--- src/hw/rtl/vpa_pkg.sv ---
`timescale 1ns / 1ps

package vpa_pkg;

    localparam int DATA_W        = 16;
    localparam int JOB_W         = 4;
    localparam int STATUS_W      = 2;
    localparam int CFG_IDX_W     = 1;
    localparam int DEF_MAX_PARTS = 16;
    localparam int DEF_NUM_JOBS  = 16;
    localparam int DEF_ADDR_BITS = 16;

    localparam logic [DATA_W-1:0] RESET_TOTAL = 16'd640;
    localparam logic [DATA_W-1:0] HELD_MAX    = 16'hffff;

    localparam logic [CFG_IDX_W-1:0] REG_TOTAL_SIZE = 1'd0;
    localparam logic [CFG_IDX_W-1:0] REG_FIT_MODE   = 1'd1;

    localparam logic OP_ALLOC = 1'b0;
    localparam logic OP_FREE  = 1'b1;

    localparam logic [STATUS_W-1:0] ST_OK      = 2'd0;
    localparam logic [STATUS_W-1:0] ST_NOFIT   = 2'd1;
    localparam logic [STATUS_W-1:0] ST_NOMATCH = 2'd2;
    localparam logic [STATUS_W-1:0] ST_FULL    = 2'd3;

    typedef struct packed {
        logic [DATA_W-1:0] start;
        logic [DATA_W-1:0] length;
        logic [JOB_W-1:0]  owner;
        logic              used;
    } part_t;

    typedef enum logic [3:0] {
        CMD_NONE,
        CMD_ACCEPT,
        CMD_SCAN,
        CMD_DECIDE,
        CMD_SHIFT,
        CMD_APPLY,
        CMD_MERGE_INIT,
        CMD_MERGE,
        CMD_MERGE_END
    } cmd_t;

    typedef struct packed {
        logic scan_last;
        logic zero;
        logic fail;
        logic split;
        logic shift_last;
        logic merge_single;
        logic merge_last;
    } stat_t;

endpackage

--- src/hw/rtl/vpa_if.sv ---
`timescale 1ns / 1ps

interface vpa_req_if;
    logic                       valid;
    logic                       ready;
    logic                       op;
    logic [vpa_pkg::JOB_W-1:0]  job_id;
    logic [vpa_pkg::DATA_W-1:0] amount;
    modport source (output valid, op, job_id, amount, input ready);
    modport sink (input valid, op, job_id, amount, output ready);
endinterface

interface vpa_rsp_if;
    logic                         valid;
    logic                         ready;
    logic [vpa_pkg::STATUS_W-1:0] status;
    logic [vpa_pkg::DATA_W-1:0]   location;
    logic [vpa_pkg::DATA_W-1:0]   held_total;
    modport source (output valid, status, location, held_total, input ready);
    modport sink (input valid, status, location, held_total, output ready);
endinterface

interface vpa_cfg_if;
    logic                          valid;
    logic                          ready;
    logic [vpa_pkg::CFG_IDX_W-1:0] index;
    logic [vpa_pkg::DATA_W-1:0]    data;
    modport source (output valid, index, data, input ready);
    modport sink (input valid, index, data, output ready);
endinterface

--- src/hw/rtl/variable_partition_allocator_core.sv ---
`timescale 1ns / 1ps

// Partition allocator. Requests arrive on req (op, job_id, amount) and each
// produces exactly one result on rsp (status, location, held_total). The
// cfg channel writes total_size (index 0, which rebuilds the table as one
// free partition) and fit_mode (index 1); it is always ready and should
// only be used while no request is in flight.
// A request walks the partition table one entry a cycle: a scan of up to
// part_count entries, a decide step, a shift pass when a split opens a new
// slot, an apply step and a merge pass over the table; a zero amount or a
// failed request goes from the decide step straight to the result. One
// request is handled at a time; req.ready is low until the result transfer
// has completed and rises in the cycle after it. If the receiver stalls,
// the result is held on rsp until taken.
// Reset leaves one free partition of 640 units, first fit, and every
// job total at zero.
module variable_partition_allocator_core #(
    parameter int MAX_PARTS = vpa_pkg::DEF_MAX_PARTS,
    parameter int NUM_JOBS  = vpa_pkg::DEF_NUM_JOBS,
    parameter int ADDR_BITS = vpa_pkg::DEF_ADDR_BITS
) (
    input  logic   clk,
    input  logic   rst_n,
    vpa_req_if.sink   req,
    vpa_rsp_if.source rsp,
    vpa_cfg_if.sink   cfg
);

    vpa_pkg::cmd_t  cmd;
    vpa_pkg::stat_t stat;

    assign cfg.ready = 1'b1;

    vpa_ctrl u_ctrl (
        .clk       (clk),
        .rst_n     (rst_n),
        .req_valid (req.valid),
        .req_ready (req.ready),
        .rsp_valid (rsp.valid),
        .rsp_ready (rsp.ready),
        .stat      (stat),
        .cmd       (cmd)
    );

    vpa_datapath #(
        .MAX_PARTS (MAX_PARTS),
        .NUM_JOBS  (NUM_JOBS),
        .ADDR_BITS (ADDR_BITS)
    ) u_datapath (
        .clk        (clk),
        .rst_n      (rst_n),
        .cmd        (cmd),
        .stat       (stat),
        .op         (req.op),
        .job_id     (req.job_id),
        .amount     (req.amount),
        .cfg_we     (cfg.valid),
        .cfg_index  (cfg.index),
        .cfg_data   (cfg.data),
        .status     (rsp.status),
        .location   (rsp.location),
        .held_total (rsp.held_total)
    );

endmodule

--- src/hw/rtl/vpa_ctrl.sv ---
`timescale 1ns / 1ps

module vpa_ctrl (
    input  logic               clk,
    input  logic               rst_n,
    input  logic               req_valid,
    output logic               req_ready,
    output logic               rsp_valid,
    input  logic               rsp_ready,
    input  vpa_pkg::stat_t     stat,
    output vpa_pkg::cmd_t      cmd
);

    typedef enum logic [3:0] {
        S_IDLE,
        S_SCAN,
        S_DECIDE,
        S_SHIFT,
        S_APPLY,
        S_MINIT,
        S_MERGE,
        S_MEND,
        S_RESP
    } state_t;

    state_t state_reg;
    state_t state_next;
    logic   ready_reg;
    logic   valid_reg;

    assign req_ready = ready_reg;
    assign rsp_valid = valid_reg;

    always_comb
    begin
        state_next = state_reg;
        cmd        = vpa_pkg::CMD_NONE;
        case (state_reg)
            S_IDLE:
            begin
                if (req_valid && ready_reg)
                begin
                    cmd        = vpa_pkg::CMD_ACCEPT;
                    state_next = S_SCAN;
                end
            end
            S_SCAN:
            begin
                cmd = vpa_pkg::CMD_SCAN;
                if (stat.scan_last)
                begin
                    state_next = S_DECIDE;
                end
            end
            S_DECIDE:
            begin
                cmd = vpa_pkg::CMD_DECIDE;
                if (stat.zero || stat.fail)
                begin
                    state_next = S_RESP;
                end
                else if (stat.split)
                begin
                    state_next = S_SHIFT;
                end
                else
                begin
                    state_next = S_APPLY;
                end
            end
            S_SHIFT:
            begin
                cmd = vpa_pkg::CMD_SHIFT;
                if (stat.shift_last)
                begin
                    state_next = S_APPLY;
                end
            end
            S_APPLY:
            begin
                cmd        = vpa_pkg::CMD_APPLY;
                state_next = S_MINIT;
            end
            S_MINIT:
            begin
                cmd        = vpa_pkg::CMD_MERGE_INIT;
                state_next = stat.merge_single ? S_MEND : S_MERGE;
            end
            S_MERGE:
            begin
                cmd = vpa_pkg::CMD_MERGE;
                if (stat.merge_last)
                begin
                    state_next = S_MEND;
                end
            end
            S_MEND:
            begin
                cmd        = vpa_pkg::CMD_MERGE_END;
                state_next = S_RESP;
            end
            S_RESP:
            begin
                if (rsp_ready)
                begin
                    state_next = S_IDLE;
                end
            end
            default:
            begin
                state_next = S_IDLE;
            end
        endcase
    end

    always_ff @(posedge clk or negedge rst_n)
    begin
        if (!rst_n)
        begin
            state_reg <= S_IDLE;
            ready_reg <= 1'b1;
            valid_reg <= 1'b0;
        end
        else
        begin
            state_reg <= state_next;
            ready_reg <= (state_next == S_IDLE);
            valid_reg <= (state_next == S_RESP);
        end
    end

endmodule

--- src/hw/rtl/vpa_datapath.sv ---
`timescale 1ns / 1ps

module vpa_datapath #(
    parameter int MAX_PARTS = vpa_pkg::DEF_MAX_PARTS,
    parameter int NUM_JOBS  = vpa_pkg::DEF_NUM_JOBS,
    parameter int ADDR_BITS = vpa_pkg::DEF_ADDR_BITS
) (
    input  logic                            clk,
    input  logic                            rst_n,
    input  vpa_pkg::cmd_t                   cmd,
    output vpa_pkg::stat_t                  stat,
    input  logic                            op,
    input  logic [vpa_pkg::JOB_W-1:0]       job_id,
    input  logic [vpa_pkg::DATA_W-1:0]      amount,
    input  logic                            cfg_we,
    input  logic [vpa_pkg::CFG_IDX_W-1:0]   cfg_index,
    input  logic [vpa_pkg::DATA_W-1:0]      cfg_data,
    output logic [vpa_pkg::STATUS_W-1:0]    status,
    output logic [vpa_pkg::DATA_W-1:0]      location,
    output logic [vpa_pkg::DATA_W-1:0]      held_total
);

    localparam int DW    = vpa_pkg::DATA_W;
    localparam int IDXW  = $clog2(MAX_PARTS);
    localparam int CNTW  = $clog2(MAX_PARTS + 1);
    localparam int HIDXW = (NUM_JOBS > 1) ? $clog2(NUM_JOBS) : 1;
    localparam logic [DW-1:0] LOC_MASK =
        (ADDR_BITS >= DW) ? {DW{1'b1}} : DW'((64'd1 << ADDR_BITS) - 64'd1);

    vpa_pkg::part_t tab_reg [MAX_PARTS];
    logic [DW-1:0]  held_reg [NUM_JOBS];

    logic                        op_reg;
    logic [vpa_pkg::JOB_W-1:0]   job_reg;
    logic [DW-1:0]               amt_reg;
    logic [CNTW-1:0]             i_reg;
    logic                        found_reg;
    logic [IDXW-1:0]             sel_reg;
    logic [DW-1:0]               sel_len_reg;
    logic [DW-1:0]               sel_start_reg;
    logic [IDXW-1:0]             k_reg;
    logic [IDXW-1:0]             w_reg;
    logic [CNTW-1:0]             r_reg;
    vpa_pkg::part_t              wbuf_reg;
    logic [CNTW-1:0]             count_reg;
    logic                        mode_reg;
    logic [vpa_pkg::STATUS_W-1:0] status_reg;
    logic [DW-1:0]               loc_reg;
    logic [DW-1:0]               held_out_reg;

    logic [IDXW-1:0]  rd_idx;
    vpa_pkg::part_t   rd;
    logic             hit;
    logic             take;
    logic             tracked;
    logic [HIDXW-1:0] hidx;
    logic [DW-1:0]    held_cur;
    logic [DW:0]      held_sum;
    logic [DW-1:0]    held_new;
    logic             full;
    logic             wr_en;
    logic [IDXW-1:0]  wr_idx;
    vpa_pkg::part_t   wr_data;

    assign status     = status_reg;
    assign location   = loc_reg;
    assign held_total = held_out_reg;

    always_comb
    begin
        case (cmd)
            vpa_pkg::CMD_SCAN:  rd_idx = i_reg[IDXW-1:0];
            vpa_pkg::CMD_SHIFT: rd_idx = k_reg - IDXW'(1);
            vpa_pkg::CMD_MERGE: rd_idx = r_reg[IDXW-1:0];
            default:            rd_idx = '0;
        endcase
    end

    assign rd = tab_reg[rd_idx];

    always_comb
    begin
        if (op_reg == vpa_pkg::OP_FREE)
        begin
            hit = rd.used && (rd.owner == job_reg) && (rd.length >= amt_reg);
        end
        else
        begin
            hit = !rd.used && (rd.length >= amt_reg);
        end
    end

    // Best fit keeps the earliest of equal lengths, so only a strictly shorter one replaces it.
    assign take = hit && (!found_reg ||
                  (mode_reg && (op_reg == vpa_pkg::OP_ALLOC) && (rd.length < sel_len_reg)));

    assign tracked  = (32'(job_reg) < NUM_JOBS);
    assign hidx     = HIDXW'(job_reg);
    assign held_cur = tracked ? held_reg[hidx] : '0;
    assign held_sum = {1'b0, held_cur} + {1'b0, amt_reg};

    always_comb
    begin
        if (op_reg == vpa_pkg::OP_FREE)
        begin
            held_new = (held_cur > amt_reg) ? (held_cur - amt_reg) : '0;
        end
        else
        begin
            held_new = held_sum[DW] ? vpa_pkg::HELD_MAX : held_sum[DW-1:0];
        end
    end

    assign full = (sel_len_reg > amt_reg) && (32'(count_reg) >= MAX_PARTS);

    always_comb
    begin
        stat.scan_last    = ((32'(i_reg) + 1) >= 32'(count_reg)) ||
                            (take && ((op_reg == vpa_pkg::OP_FREE) || !mode_reg));
        stat.zero         = (amt_reg == '0);
        stat.fail         = !found_reg || full;
        stat.split        = (sel_len_reg > amt_reg);
        stat.shift_last   = (k_reg == sel_reg + IDXW'(1));
        stat.merge_single = (count_reg == CNTW'(1));
        stat.merge_last   = ((32'(r_reg) + 1) >= 32'(count_reg));
    end

    always_comb
    begin
        wr_en   = 1'b0;
        wr_idx  = '0;
        wr_data = rd;
        case (cmd)
            vpa_pkg::CMD_NONE:
            begin
                if (cfg_we && (cfg_index == vpa_pkg::REG_TOTAL_SIZE))
                begin
                    wr_en   = 1'b1;
                    wr_data = '{start: '0, length: cfg_data, owner: '0, used: 1'b0};
                end
            end
            vpa_pkg::CMD_SHIFT:
            begin
                wr_en  = 1'b1;
                wr_idx = k_reg;
                if (k_reg == sel_reg + IDXW'(1))
                begin
                    // The remainder stays with the side it came from.
                    wr_data.start  = sel_start_reg + amt_reg;
                    wr_data.length = sel_len_reg - amt_reg;
                    wr_data.owner  = (op_reg == vpa_pkg::OP_FREE) ? job_reg : '0;
                    wr_data.used   = (op_reg == vpa_pkg::OP_FREE);
                end
            end
            vpa_pkg::CMD_APPLY:
            begin
                wr_en          = 1'b1;
                wr_idx         = sel_reg;
                wr_data.start  = sel_start_reg;
                wr_data.length = amt_reg;
                wr_data.owner  = (op_reg == vpa_pkg::OP_FREE) ? '0 : job_reg;
                wr_data.used   = (op_reg == vpa_pkg::OP_ALLOC);
            end
            vpa_pkg::CMD_MERGE:
            begin
                if (wbuf_reg.used || rd.used)
                begin
                    wr_en   = 1'b1;
                    wr_idx  = w_reg;
                    wr_data = wbuf_reg;
                end
            end
            vpa_pkg::CMD_MERGE_END:
            begin
                wr_en   = 1'b1;
                wr_idx  = w_reg;
                wr_data = wbuf_reg;
            end
            default:
            begin
                wr_en = 1'b0;
            end
        endcase
    end

    always_ff @(posedge clk or negedge rst_n)
    begin
        if (!rst_n)
        begin
            for (int n = 0; n < MAX_PARTS; n++)
            begin
                tab_reg[n] <= '0;
            end
            tab_reg[0].length <= vpa_pkg::RESET_TOTAL;
            for (int n = 0; n < NUM_JOBS; n++)
            begin
                held_reg[n] <= '0;
            end
            count_reg <= CNTW'(1);
            mode_reg  <= 1'b0;
        end
        else
        begin
            if (wr_en)
            begin
                tab_reg[wr_idx] <= wr_data;
            end
            if (cmd == vpa_pkg::CMD_NONE && cfg_we)
            begin
                case (cfg_index)
                    vpa_pkg::REG_TOTAL_SIZE: count_reg <= CNTW'(1);
                    vpa_pkg::REG_FIT_MODE:   mode_reg  <= cfg_data[0];
                    default:                 mode_reg  <= mode_reg;
                endcase
            end
            if (cmd == vpa_pkg::CMD_SHIFT && stat.shift_last)
            begin
                count_reg <= count_reg + CNTW'(1);
            end
            if (cmd == vpa_pkg::CMD_APPLY && tracked)
            begin
                held_reg[hidx] <= held_new;
            end
            if (cmd == vpa_pkg::CMD_MERGE_END)
            begin
                count_reg <= CNTW'(w_reg) + CNTW'(1);
            end
        end
    end

    always_ff @(posedge clk)
    begin
        case (cmd)
            vpa_pkg::CMD_ACCEPT:
            begin
                op_reg    <= op;
                job_reg   <= job_id;
                amt_reg   <= amount;
                i_reg     <= '0;
                found_reg <= 1'b0;
            end
            vpa_pkg::CMD_SCAN:
            begin
                i_reg <= i_reg + CNTW'(1);
                if (take)
                begin
                    found_reg     <= 1'b1;
                    sel_reg       <= i_reg[IDXW-1:0];
                    sel_len_reg   <= rd.length;
                    sel_start_reg <= rd.start;
                end
            end
            vpa_pkg::CMD_DECIDE:
            begin
                k_reg        <= count_reg[IDXW-1:0];
                loc_reg      <= '0;
                held_out_reg <= held_cur;
                if (!found_reg)
                begin
                    status_reg <= (op_reg == vpa_pkg::OP_FREE) ? vpa_pkg::ST_NOMATCH
                                                               : vpa_pkg::ST_NOFIT;
                end
                else if (full)
                begin
                    status_reg <= vpa_pkg::ST_FULL;
                end
                else
                begin
                    status_reg <= vpa_pkg::ST_OK;
                end
                if (amt_reg == '0)
                begin
                    status_reg <= vpa_pkg::ST_OK;
                end
            end
            vpa_pkg::CMD_SHIFT:
            begin
                k_reg <= k_reg - IDXW'(1);
            end
            vpa_pkg::CMD_APPLY:
            begin
                status_reg   <= vpa_pkg::ST_OK;
                loc_reg      <= sel_start_reg & LOC_MASK;
                held_out_reg <= tracked ? held_new : '0;
            end
            vpa_pkg::CMD_MERGE_INIT:
            begin
                wbuf_reg <= rd;
                w_reg    <= '0;
                r_reg    <= CNTW'(1);
            end
            vpa_pkg::CMD_MERGE:
            begin
                r_reg <= r_reg + CNTW'(1);
                if (!wbuf_reg.used && !rd.used)
                begin
                    wbuf_reg.length <= wbuf_reg.length + rd.length;
                end
                else
                begin
                    w_reg    <= w_reg + IDXW'(1);
                    wbuf_reg <= rd;
                end
            end
            default:
            begin
                i_reg <= i_reg;
            end
        endcase
    end

endmodule

--- src/flat_wrapper.sv ---
// flat-port wrapper written by rule: the top's interface ports become plain ports
module variable_partition_allocator_core_flat 
#(
    parameter int MAX_PARTS = vpa_pkg::DEF_MAX_PARTS,
    parameter int NUM_JOBS  = vpa_pkg::DEF_NUM_JOBS,
    parameter int ADDR_BITS = vpa_pkg::DEF_ADDR_BITS
)
  (clk, rst_n, req_valid, req_op, req_job_id, req_amount, req_ready, rsp_valid, rsp_status, rsp_location, rsp_held_total, rsp_ready, cfg_valid, cfg_index, cfg_data, cfg_ready);
  vpa_req_if req_i ();
  vpa_rsp_if rsp_i ();
  vpa_cfg_if cfg_i ();
  input  logic clk;
  input  logic rst_n;
  input wire logic [$bits(req_i.valid)-1:0] req_valid;
  input wire logic [$bits(req_i.op)-1:0] req_op;
  input wire logic [$bits(req_i.job_id)-1:0] req_job_id;
  input wire logic [$bits(req_i.amount)-1:0] req_amount;
  output wire logic [$bits(req_i.ready)-1:0] req_ready;
  output wire logic [$bits(rsp_i.valid)-1:0] rsp_valid;
  output wire logic [$bits(rsp_i.status)-1:0] rsp_status;
  output wire logic [$bits(rsp_i.location)-1:0] rsp_location;
  output wire logic [$bits(rsp_i.held_total)-1:0] rsp_held_total;
  input wire logic [$bits(rsp_i.ready)-1:0] rsp_ready;
  input wire logic [$bits(cfg_i.valid)-1:0] cfg_valid;
  input wire logic [$bits(cfg_i.index)-1:0] cfg_index;
  input wire logic [$bits(cfg_i.data)-1:0] cfg_data;
  output wire logic [$bits(cfg_i.ready)-1:0] cfg_ready;
  assign req_i.valid = req_valid;
  assign req_i.op = req_op;
  assign req_i.job_id = req_job_id;
  assign req_i.amount = req_amount;
  assign req_ready = req_i.ready;
  assign rsp_valid = rsp_i.valid;
  assign rsp_status = rsp_i.status;
  assign rsp_location = rsp_i.location;
  assign rsp_held_total = rsp_i.held_total;
  assign rsp_i.ready = rsp_ready;
  assign cfg_i.valid = cfg_valid;
  assign cfg_i.index = cfg_index;
  assign cfg_i.data = cfg_data;
  assign cfg_ready = cfg_i.ready;
  variable_partition_allocator_core #(.MAX_PARTS(MAX_PARTS), .NUM_JOBS(NUM_JOBS), .ADDR_BITS(ADDR_BITS)) u_core (.clk(clk), .rst_n(rst_n), .req(req_i), .rsp(rsp_i), .cfg(cfg_i));
endmodule
--- config.mk ---
export PLATFORM = sky130hd
export DESIGN_NAME = variable_partition_allocator_core_flat
export DESIGN_NICKNAME = d
export VERILOG_FILES = /design/src/hw/rtl/vpa_pkg.sv /design/src/hw/rtl/vpa_if.sv /design/src/hw/rtl/variable_partition_allocator_core.sv /design/src/hw/rtl/vpa_ctrl.sv /design/src/hw/rtl/vpa_datapath.sv /design/src/flat_wrapper.sv
export SDC_FILE = /design/constraint.sdc
export NUM_CORES = 2
export LEC_CHECK = 0
export ABC_AREA = 1
export BUFFER_PORTS_ARGS = -buffer_cell sky130_fd_sc_hd__buf_2
export CAP_MARGIN = 20
export CORE_MARGIN = 8
export CORE_UTILIZATION = 40
export DETAILED_ROUTE_END_ITERATION = 10
export SETUP_SLACK_MARGIN = 0.1
export SLEW_MARGIN = 20
export SYNTH_ARGS = -nofsm -noshare
export SYNTH_HDL_FRONTEND = slang
export SYNTH_HIERARCHICAL = 1
export SYNTH_SLANG_ARGS = --single-unit
--- constraint.sdc ---
create_clock -name clk -period 6.9 [get_ports clk]
set_input_delay 1.035 -clock clk [delete_from_list [all_inputs] [get_ports clk]]
set_output_delay 1.035 -clock clk [all_outputs]
set_load 0.1 [all_outputs]
# Word level (Yosys, flattened, before mapping)
# Index checks and enable logic that the tools add are counted.
[word_totals]
output_inout_bits = 37
ff_bits = 1007
in_bits = 43
word_cells = 258
[classes]
bitwise_logic = 5
n_addsub = 14
n_eq_ne = 23
n_mux = 61
n_reduce_logical = 40
n_lt_le_gt_ge = 12
[ops]
columns = ["op", "n"]
rows = [
  ["bitwise mux 592 bit", 1],
  ["bitwise mux 256 bit", 1],
  ["2-to-1 mux 37 bit", 6],
  ["case mux 37 bit (5 select lines)", 1],
  ["binary-select mux 37 bit (select 4 bit)", 1],
  ["demux 37 bit (select 4 bit)", 1],
  ["2-to-1 mux 16 bit", 8],
  ["case mux 37 bit (2 select lines)", 1],
  ["binary-select mux 16 bit (select 4 bit)", 1],
  ["demux 16 bit (select 4 bit)", 1],
  ["case mux 16 bit (2 select lines)", 2],
  ["2-to-1 mux 4 bit", 10],
  ["case mux 4 bit (9 select lines)", 1],
  ["adder 16 bit", 2],
  ["== test 4 x 3 -> 1 bit, second input constant", 8],
  ["> comparator 16 bit", 2],
  ["case mux 4 bit (8 select lines)", 1],
  ["subtractor 16 bit", 2],
  ["2-to-1 mux 5 bit", 5],
  [">= comparator 5 bit, second input constant", 4],
  ["case mux 5 bit (2 select lines)", 2],
  ["adder 16 x 16 -> 17 bit", 1],
  ["== test 4 x 2 -> 1 bit, second input constant", 4],
  [">= comparator 16 bit", 1],
  ["34 further kinds", 88],
]

# Longest topological paths before layout
[logic_depth]
ltp_word = 19
ltp_mapped = 37
mapped_depth_nobuf = 34

# Modules after synthesis
# Netlist, hierarchy kept.
[modules_own_cells]
columns = ["mod", "area_each_um2", "instances", "cells_per_inst", "seq_area_each_um2"]
rows = [
  ["vpa_datapath", 51226.6, 1, 6310, 25788.5],
  ["vpa_ctrl", 411.6, 1, 63, 151.4],
  ["variable_partition_allocator_core", 11.3, 1, 2, 0.0],
]

# Worst setup path before layout
# Ideal clock, no wire load.
[synth_path]
path_type = "input -> register"
startpoint = "in req_valid"
endpoint = "reg u_core.u_datapath.sel_len_reg[0] (enable)"
setup_time_ns = 0.391
path_stages = 27
arrival_ns = 4.718
setup_slack_ns = 1.792
path_cell_list = "nand2_1 -> nand2_1 -> nand3_1 -> nand2_1 -> nor2_1 -> nand3_1 -> nand3_4 -> buf_6 -> buf_4 -> buf_4 -> buf_4 -> buf_2 -> o211ai_1 -> nand3_1 -> nand3_1 -> nand2_1 -> inv_1 -> ha_1 -> nand2_1 -> inv_1 -> nand3_1 -> nor2_1 -> and3_1 -> a2111oi_0 -> a21oi_1 -> nand3_1 -> inv_1"
[synth_rtl]
columns = ["element", "line_no", "source"]
rows = [
  ["start: declaration", "flat_wrapper.sv:14", "input wire logic [$bits(req_i.valid)-1:0] req_valid;"],
  ["end signal: assignment", "vpa_datapath.sv:249", "sel_len_reg <= rd.length;"],
  ["end: declaration", "vpa_datapath.sv:39", "logic [DW-1:0] sel_len_reg;"],
]

# Worst setup path after layout
[layout_path]
startpoint = "reg u_core.u_datapath.job_reg (netlist bit u_core/u_datapath/hidx[1])"
endpoint = "reg u_core/u_datapath/held_reg[177] in the netlist's numbering"
[layout_between]
elab_chain_cells = 8
elab_cells_between_ends = 16
classes_between = "add/sub: 2; order compare: 3; mux: 9; bitwise: 1; reduce/logical: 1"
[layout_lines]
columns = ["element", "line_no", "source"]
rows = [
  ["start: declaration", "vpa_datapath.sv:34", "logic [vpa_pkg::JOB_W-1:0] job_reg;"],
  ["start signal: assignment", "vpa_datapath.sv:237", "job_reg <= job_id;"],
  ["inverter 4 -> 5 bit (implied by the code) (*)", "vpa_datapath.sv:99, vpa_datapath.sv:222", ""],
  ["binary-select mux 16 bit (select 4 bit)", "vpa_datapath.sv:99", "assign held_cur = tracked ? held_reg[hidx] : '0;"],
  ["2-to-1 mux 16 bit (implied by the code) (2 in a row)", "vpa_datapath.sv:99", ""],
  ["adder 16 x 16 -> 17 bit (tied with other cells)", "vpa_datapath.sv:100", "assign held_sum = {1'b0, held_cur} + {1'b0, amt_reg};"],
  ["2-to-1 mux 16 bit (on tied branches)", "vpa_datapath.sv:110, vpa_datapath.sv:106", ""],
  ["2-to-1 mux 16 bit", "vpa_datapath.sv:104", "if (op_reg == vpa_pkg::OP_FREE)"],
  ["bitwise mux 256 bit (*)", "vpa_datapath.sv:222", "held_reg[hidx] <= held_new;"],
  ["end signal: indexed assignment", "vpa_datapath.sv:222", ""],
  ["end: declaration", "vpa_datapath.sv:31", "logic [DW-1:0] held_reg [NUM_JOBS];"],
]
# Every way passes the cells marked *; elsewhere a longest branch is shown, timed or not. The select of a mux whose other input is x is not followed.
# A chain may end at the register's enable or synchronous reset.

==> flow_summary_export.csv <==
group,metric,value,unit
cts,cts_resized,0,
floorplan,die_w,375,um
synth,synth_cell_types,56,
floorplan,core_area,129000,um^2
layout,finalInstanceArea,57500,um^2
cts,clockBufferDepth,3,
synth,synth.avg_cell_area,8.10,um^2
detailed_routing,wl_met2,74.5,mm
placed_design,gp_congestion,0.933,
sta,setup-tns-final,0,ns
outcome,outcome,"completed",
floorplan,io_pins,80,
synth,synth_ff_type,"dfrtp_1",
layout,fin_nets,6504,
cts,cts_num_sinks,1007,
synth,seq_area_frac_synth,0.502,
synth,synth-edff-count,147,
cts,cts_buffers,112,
cts,cts_tree,"built",
detailed_routing,via_count,43700,
sta,fmax,177,MHz
synth,post-synth-top-count-cell,"nand2_1",
layout,areaGrowthSynthToFinish,11.3,%
detailed_routing,drtAntennaViolNets,0,
job,maxCapViolations,0,
placed_design,dp.cells,7891,
layout,final_layout_size_suffix_gt1_frac,0.0808,
placed_design,io_buffers,78,
placed_design,dp_hpwl,106,mm
global_routing,grt_use_total,0.229,
global_routing,antenna_found_initial,2,
synth,synth_top_cells_by_count,"nand2_1 (2013), dfrtp_1 (856), o21ai_0 (736), inv_1 (692), nand3_1 (301)",
synth,synth_area,51600,um^2
detailed_routing,routed.top_layer,"met4",
floorplan,num_rows,132,
global_routing,grt.overflow.total,0,
critical_path,arrival,6.27,ns
layout,multi_input_area,21200,um^2
detailed_routing,wl_met1,73.5,mm
layout,seq_area,25900,um^2
detailed_routing,wl_met3,11.9,mm
global_routing,grt_pass1_wl,254,mm
global_routing,grt_max_degree,155,
critical_path,reg2reg_setup_slack,1.26,ns
sta,maxSlewHeadroom,0.290,
synth,synth_warnings,6,
critical_path,required,7.54,ns
critical_path,r2r-end,"u_core/u_datapath/held_reg[177]$_DFFE_PN0P_",
floorplan,start_util,0.401,
cts,htreeDepth,3,
synth,ys_top_cells_by_area,"dfrtp_1 (41%), nand2_1 (15%), edfxtp_1 (8.5%)",
placed_design,place_area,53700,um^2
sta,final_hold_viol_count,0,
cts,clk_latency,0.74,ns
layout,largest_register_ffs,592,
critical_path,crit_type,"flip-flop to flip-flop",
cts,cts_root_buf,"clkbuf_16",
synth,synth_top_area_cell,"dfrtp_1",
sta,setup_violations,0,
detailed_routing,via_per_inst,5.40,
critical_path,critPathLaunchType,"flip-flop",
sta,worst_pin_slew,1.06,ns
synth,ys_ff_latch,1007,
layout,final_cell_count_no_fill,8103,
critical_path,cp_max_fo,44,
detailed_routing,firstDrtPassIters,6,
sta,rsz0062_at_grt,"no",
floorplan,die-area,141000,um^2
synth,syn_inst,6375,
sta,fin_crit_sh,0.817,
sta,fin_skew,0.0364,ns
sta,min_period,5.64,ns
synth,synth_nets,6549,
synth,netlist.area_leader.share,0.415,
detailed_routing,routedWlPerCell,20.3,um
cts,clk_pin_slew,0.06,ns
hold_path,min_path_type,"primary input to async pin",
critical_path,cp-end-kind,"flip-flop",
global_routing,grt_pass1_vias,41600,
sta,drv_slew,0,
cts,post_cts_buffers,0,
floorplan,die_y,375,um
layout,n_fill_cell,12700,
critical_path,reg2regPathDepth,19,
cts,ctsHoldBuffers,0,
critical_path,r2r_start,"u_core/u_datapath/hidx[1]$_DFFE_PP_",
detailed_routing,drt_wl_total,165,mm
detailed_routing,drt_iter0_drc,4831,
synth,synthArstFlopShare,0.854,
detailed_routing,drc,0,
how the worst max path moves through the flow:
stage | start | slack (ns) | to
after CTS | u_core/u_datapath/hidx[1]$_DFFE_PP_ | 1.31 | u_core/u_datapath/held_reg[177]$_DFFE_PN0P_
final | u_core/u_datapath/hidx[1]$_DFFE_PP_ | 1.26 | u_core/u_datapath/held_reg[177]$_DFFE_PN0P_
after global routing | u_core/u_datapath/hidx[1]$_DFFE_PP_ | 0.70 | u_core/u_datapath/held_reg[97]$_DFFE_PN0P_
after global placement | req_valid | 0.92 | u_core/u_datapath/tab_reg[287]$_DFFE_PN0P_
after floorplan | req_valid | 1.79 | u_core/u_datapath/sel_len_reg[0]$_DFFE_PP_
after detailed placement | req_valid | 0.86 | u_core/u_datapath/tab_reg[282]$_DFFE_PN0P_
metrics by stage:
stage          utilization  setup WS [ns]  hold slack (ns)
6_report             0.446           1.26            0.262
5_1_grt              0.446          0.701            0.313
4_1_cts              0.446           1.31            0.277
3_5_place_dp         0.417          0.863            0.459
3_3_place_gp         0.417          0.924            0.453
2_1_floorplan            -           1.79            0.442
kinds of logic (layout without fill, tap and decap cells):
| kind of cell | count (synthesis) | in the layout | synth area share |
|---|---|---|---|
| other cells | 1 | 2 | 0.0000726 |
| fa+ha+maj | 131 | 131 | 0.0325 |
| buf+inv | 1109 | 1161 | 0.0901 |
| compound gates | 1451 | 1451 | 0.156 |
| mux | 6 | 6 | 0.00116 |
| simple gates | 2606 | 2606 | 0.207 |
| xor+xnor | 64 | 64 | 0.0109 |
| flops | 1007 | 1007 | 0.502 |
critical path: stages, from the launching register on:
cell	delay (ns)
edfxtp_1	0.47
nand2_2	0.10
buf_4	0.52
o22ai_1	0.18
nor2_1	0.15
nor2_1	0.08
or4_1	0.66
ha_1	0.47
inv_1	0.14
o21bai_1	0.28
a21oi_1	0.19
nor3_1	0.16
nor2_1	0.10
o21ai_1	0.18
nand2_1	0.08
nor2_2	0.32
clkinv_1	0.35
o221ai_1	0.52
inv_1	0.32
o21ai_0	0.23
layout by cell type (no fill, tap or decap), types with 13 or more instances in the layout:
cell and n:
inv_2 13, a31oi_1 17, nor2_2 18, edfxtp_1 147, clkbuf_16 115, inv_1 692
a21oi_1 280, nor2_4 23, nand3_1 300, o22ai_1 90, o21ai_1 76, xnor2_1 21
clkbuf_1 28, clkbuf_8 25, o21ai_0 735, nand2_2 16, buf_4 133, o211ai_1 143
xor2_1 43, nand4_1 45, clkinv_2 22, a22oi_1 54, dfrtp_1 856, nand2_1 2010
buf_2 77, buf_12 20, nor2_1 135, ha_1 126
layer usage:
| metal | vias to the layer above | global-route usage |
|---|---|---|
| li1 | 20700 | - |
| met3 | 267 | 0.0336 |
| met2 | 1584 | 0.363 |
| met1 | 21200 | 0.323 |
| met4 | 0 | 0.0759 |
| met5 | - | 0 |
cell type report:
class / count / share of cell area
tap: 1675 / 0.0364
inverter: 719 / 0.0471
antenna: 1 / 0.0000435
sequential: 1007 / 0.451
multi-input combinational: 4259 / 0.368
timing repair buffer: 231 / 0.0313
clock buffer: 168 / 0.0579
clock inverter: 43 / 0.00807
Power is left out: the tool's default activity adds up to more than one toggle a clock period on the data nets, which glitch-free logic cannot reach.
